File: src/rtl/spc_pkg.sv
`default_nettype none
package spc_pkg;

    localparam int CW         = 32;   // coordinate
    localparam int RW         = 31;   // radius / detect distance
    localparam int DW         = 33;   // center difference magnitude
    localparam int SW         = 66;   // sum of squares
    localparam int LW         = 34;   // length (root)
    localparam int PW         = 64;   // radius * magnitude
    localparam int NW         = 65;   // rounded numerator
    localparam int QW         = 31;   // offset quotient
    localparam int GW         = 33;   // gap
    localparam int SQ_STAGES  = 34;
    localparam int DIV_STAGES = 31;
    // diff, multiply, sum, root, numerator, divide, output
    localparam int LAT        = 3 + SQ_STAGES + 1 + DIV_STAGES + 1;

    typedef logic signed [CW-1:0] t_coord;
    typedef logic        [RW-1:0] t_rad;
    typedef logic signed [GW-1:0] t_gap;

    typedef struct packed {
        t_coord [2:0]          a;
        t_coord [2:0]          b;
        t_rad                  ra;
        t_rad                  rb;
        logic   [2:0]          neg;
        logic   [2:0][PW-1:0]  pa;
        logic   [2:0][PW-1:0]  pb;
    } t_side;

    typedef struct packed {
        t_coord [2:0] a;
        t_coord [2:0] b;
        logic   [2:0] neg;
        logic         lzero;
        t_gap         gap;
    } t_tail;

    function automatic t_coord sat32(input logic signed [CW+1:0] v);
        if (v > $signed({3'b000, {(CW-1){1'b1}}}))
            return {1'b0, {(CW-1){1'b1}}};
        else if (v < $signed({3'b111, {(CW-1){1'b0}}}))
            return {1'b1, {(CW-1){1'b0}}};
        else
            return v[CW-1:0];
    endfunction

endpackage
`default_nettype wire

File: src/rtl/spc_sqrt.sv
`default_nettype none
// Pipelined digit-by-digit square root, one result bit per stage.
module spc_sqrt (
    input  wire logic                  i_clk,
    input  wire logic                  i_en,
    input  wire logic [spc_pkg::SW-1:0] i_sum,
    output logic      [spc_pkg::LW-1:0] o_root
);
    import spc_pkg::*;

    logic [LW+1:0]   r_rem  [SQ_STAGES];
    logic [LW-1:0]   r_root [SQ_STAGES];
    logic [2*LW-1:0] r_val  [SQ_STAGES];

    genvar s;
    for (s = 0; s < SQ_STAGES; s++) begin : g_st
        logic [LW+1:0]   rem_in;
        logic [LW-1:0]   root_in;
        logic [2*LW-1:0] val_in;
        logic [LW+3:0]   cat;
        logic [LW+3:0]   trial;
        logic            ge;

        if (s == 0) begin : g_first
            assign rem_in  = '0;
            assign root_in = '0;
            assign val_in  = {{(2*LW-SW){1'b0}}, i_sum};
        end else begin : g_next
            assign rem_in  = r_rem[s-1];
            assign root_in = r_root[s-1];
            assign val_in  = r_val[s-1];
        end

        assign cat   = {rem_in, val_in[2*LW-1 -: 2]};
        assign trial = {2'b00, root_in, 2'b01};
        assign ge    = (cat >= trial);

        always_ff @(posedge i_clk) begin
            if (i_en) begin
                r_rem[s]  <= ge ? (LW+2)'(cat - trial) : cat[LW+1:0];
                r_root[s] <= {root_in[LW-2:0], ge};
                r_val[s]  <= {val_in[2*LW-3:0], 2'b00};
            end
        end
    end

    assign o_root = r_root[SQ_STAGES-1];
endmodule
`default_nettype wire

File: config.mk
export PLATFORM = sky130hd
export DESIGN_NAME = spc_sqrt
export DESIGN_NICKNAME = d
export VERILOG_FILES = /design/src/rtl/spc_pkg.sv /design/src/rtl/spc_sqrt.sv
export SDC_FILE = /design/constraint.sdc
export NUM_CORES = 2
export LEC_CHECK = 0
export ABC_AREA = 0
export BUFFER_PORTS_ARGS = -buffer_cell sky130_fd_sc_hd__buf_2
export CORE_UTILIZATION = 24
export CTS_CLUSTER_DIAMETER = 100
export DETAILED_ROUTE_END_ITERATION = 7
export SLEW_MARGIN = 20
export SYNTH_ARGS = -nofsm -noshare
export SYNTH_HDL_FRONTEND = slang
export SYNTH_MEMORY_MAX_BITS = 65536
export SYNTH_SLANG_ARGS = --single-unit
File: constraint.sdc
create_clock -name i_clk -period 3.3 [get_ports i_clk]
set_input_delay 0.33 -clock i_clk [delete_from_list [all_inputs] [get_ports i_clk]]
set_output_delay 0.33 -clock i_clk [all_outputs]
set_load 0.05 [all_outputs]
==> metrics <==
outcome=complete, but fails checks; failing checks=setup timing; initial core utilization=24.2%; clock skew=0.0909 ns; initial antenna violation count=3; via-per-instance ratio=4.24; share of post-route cells with drive strength above 1=21.1%; Cell Rows=267; I/O Pins=102; WP data required=4.04 ns; Post-synth EDFFs=2782; CTS tree=done; vias in the first global route=79500; Synth-to-Final Area Change=26.5%; Max Fclk=0.283 GHz; sequential share of the synthesized area=65.3%; leading post-synthesis cells by cell area=edfxtp_1 65%, ha_1 5.8%, xor2_1 3.3%; filler cell count=53000; HPWL after DPL=190 mm; met2 routed WL=133 mm; vias=79300; Overall Global Routing Usage=9.43%; Yosys warnings=0; CTS Root Cell=clkbuf_16; RSZ-0062 raised after global routing=true; Die Span Y=732 µm; DRT iter0 DRCs=4384; final core occ=30.6%; Post-DRT Antenna Nets=0; final setup margin=-0.229 ns; final hold vios=0; pwr/cell area=648 nW/µm²; worst-margin pin slew=0.832 ns; max-cap viol count=0; ys async rst share=0%; drt first pass iters=6; top cell type's share of synthesized area=65.3%; chip width=732 µm; final setup vio count=49; CTS buffer count=319; slew margin rel.=43.9%; HP Class=in -> reg; # H-tree levels=5; total grt overflow=0; max layer used=met5; Critical Path AT=4.27 ns; Final Net Count=12100; Final Critical Period=3.53 ns; met1 wire length=112 mm; Synth Flop Type=edfxtp_1; Clock Latency Late Sink=0.99 ns; first-pass GRT wire length=419 mm; Setup Crit Path Kind=reg -> reg; Slew Limit Fails=0; post-route DRC violation count=0; Crit Path Max Fanout=7; Hold Slack=0.125 ns; Cell Area, Synth=128000 µm²; Netlist cell types=91; Finished Layout Cells=18700; fin crit share=107%; met3 wire length=9.42 mm; maximum clock insertion buffer count=4; drt wl/cell=14.3 µm; Cells after DPL=17900; Crit. End Element=flip-flop; port buffer count=100; Placer Congestion=0.885; CP Launch Type=flip-flop; largest net degree at the start of global routing=119; multi-input logic area=43700 µm²; Sequential Area=83500 µm²; register bit total from synthesis=2782; Post-synth top cells=2782 x edfxtp_1, 761 x inv_1, 725 x nand2_1; Die Footprint=536000 µm²; clock-pin slew on the worst setup and hold paths=0.06 ns; # clock sinks=2782; peak supply drop=0.440 mV; Cells after Synth=9772; syn_area_per_cell=13.1 µm²; most frequent cell after synthesis=edfxtp_1; total negative setup slack=-4.20 ns; routed wire length=268 mm; Leak Pwr=61.5 nW; Yosys top cell by area=edfxtp_1; Core Box Area=530000 µm²
metrics by stage:
step	power, mW	area (µm²)	setup slack [ns]
detailed placement	69.3	146000	-0.309
finish	105	162000	-0.229
CTS	105	159000	-0.213
global placement	69.1	146000	-0.337
floorplan	60.6	128000	-0.231
global route	110	162000	-0.347
final timing paths:
path	from	endpoint	slack (ns)	depth (start not counted)
max	r_rem[8][10]	r_rem[9][15]	-0.23	13
min reg2reg	r_val[8][57]	r_val[9][59]	0.34	0
max reg2reg	r_rem[8][10]	r_rem[9][15]	-0.23	13
min	i_sum[43]	r_val[0][43]	0.13	2
layout by cell type (no fill, tap or decap), types with 116 or more instances in the layout:
cell	n
xor2_1	487
xnor2_1	443
o21ai_0	505
nand2_1	701
inv_1	750
nor2_1	499
edfxtp_1	2782
ha_1	566
nor3_1	193
a21oi_1	495
buf_4	1203
nand3_1	131
a21o_1	232
nand2b_1	116
clkbuf_16	335
state kept, by name, summed over array words and instances, names as in the netlist:
signal / flops
r_val: 1122
r_root: 561
r_rem: 1099
logic make-up (layout without fill, tap and decap cells):
family                   count (synthesis)  count (layout)  share of synthesized area (%)
multiplexers                            77              77                          0.665
flip-flops                            2782            2782                           65.3
other                                    1               3                        0.00293
adder cells (fa/ha/maj)                597             597                           5.84
buffers and inverters                  943            2869                           2.81
AO/OA/AOI/OAI                         1905            1906                           9.18
AND/OR/NAND/NOR                       2531            2532                           9.82
XOR/XNOR                               936             936                           6.41
per-layer routing:
| metal | vias up | global-route usage (%) |
|---|---|---|
| met3 | 642 | 1.46 |
| met2 | 1283 | 16.9 |
| met5 | - | 0 |
| li1 | 39600 | - |
| met1 | 37800 | 11.1 |
| met4 | 2 | 4.20 |
layout make-up:
cell class              count  area share [%]
multi-input cells        6050            27.0
clock buffers             381            5.13
inverters                 762            1.77
well taps                6994            5.40
repair buffers           1532            7.91
diodes                      1         0.00155
flip-flops and latches   2782            51.6
clock inverters           194            1.22
critical path, cell delays in order (launching register included):
cell,delay [ns]
edfxtp_1,0.39
or3_4,0.40
or2_1,0.23
or3_4,0.33
or4_4,0.42
or2_4,0.24
or3_4,0.36
nor4_4,0.16
buf_6,0.17
inv_8,0.06
o211ai_4,0.18
buf_6,0.15
nor4_2,0.03
xor2_1,0.14
power breakdown:
part	internal [mW]	switching, mW	leakage [nW]
logic	10.8	12.3	29.8
clock network	20.3	14.4	5.00
registers	44.5	2.66	26.8
total	75.5	29.4	61.5
timing repair:
item / in CTS / in global routing
resized for setup: 181 / 463
buffers inserted: 40 / 102
hold buffers: 102 / 0
pin swaps: 57 / 151
cloned: 9 / 14
endpoints found under the setup margin: 311 / 607
hold endpoints to repair: 103 / 0
Note: power is estimated with default switching activity, not from simulation.
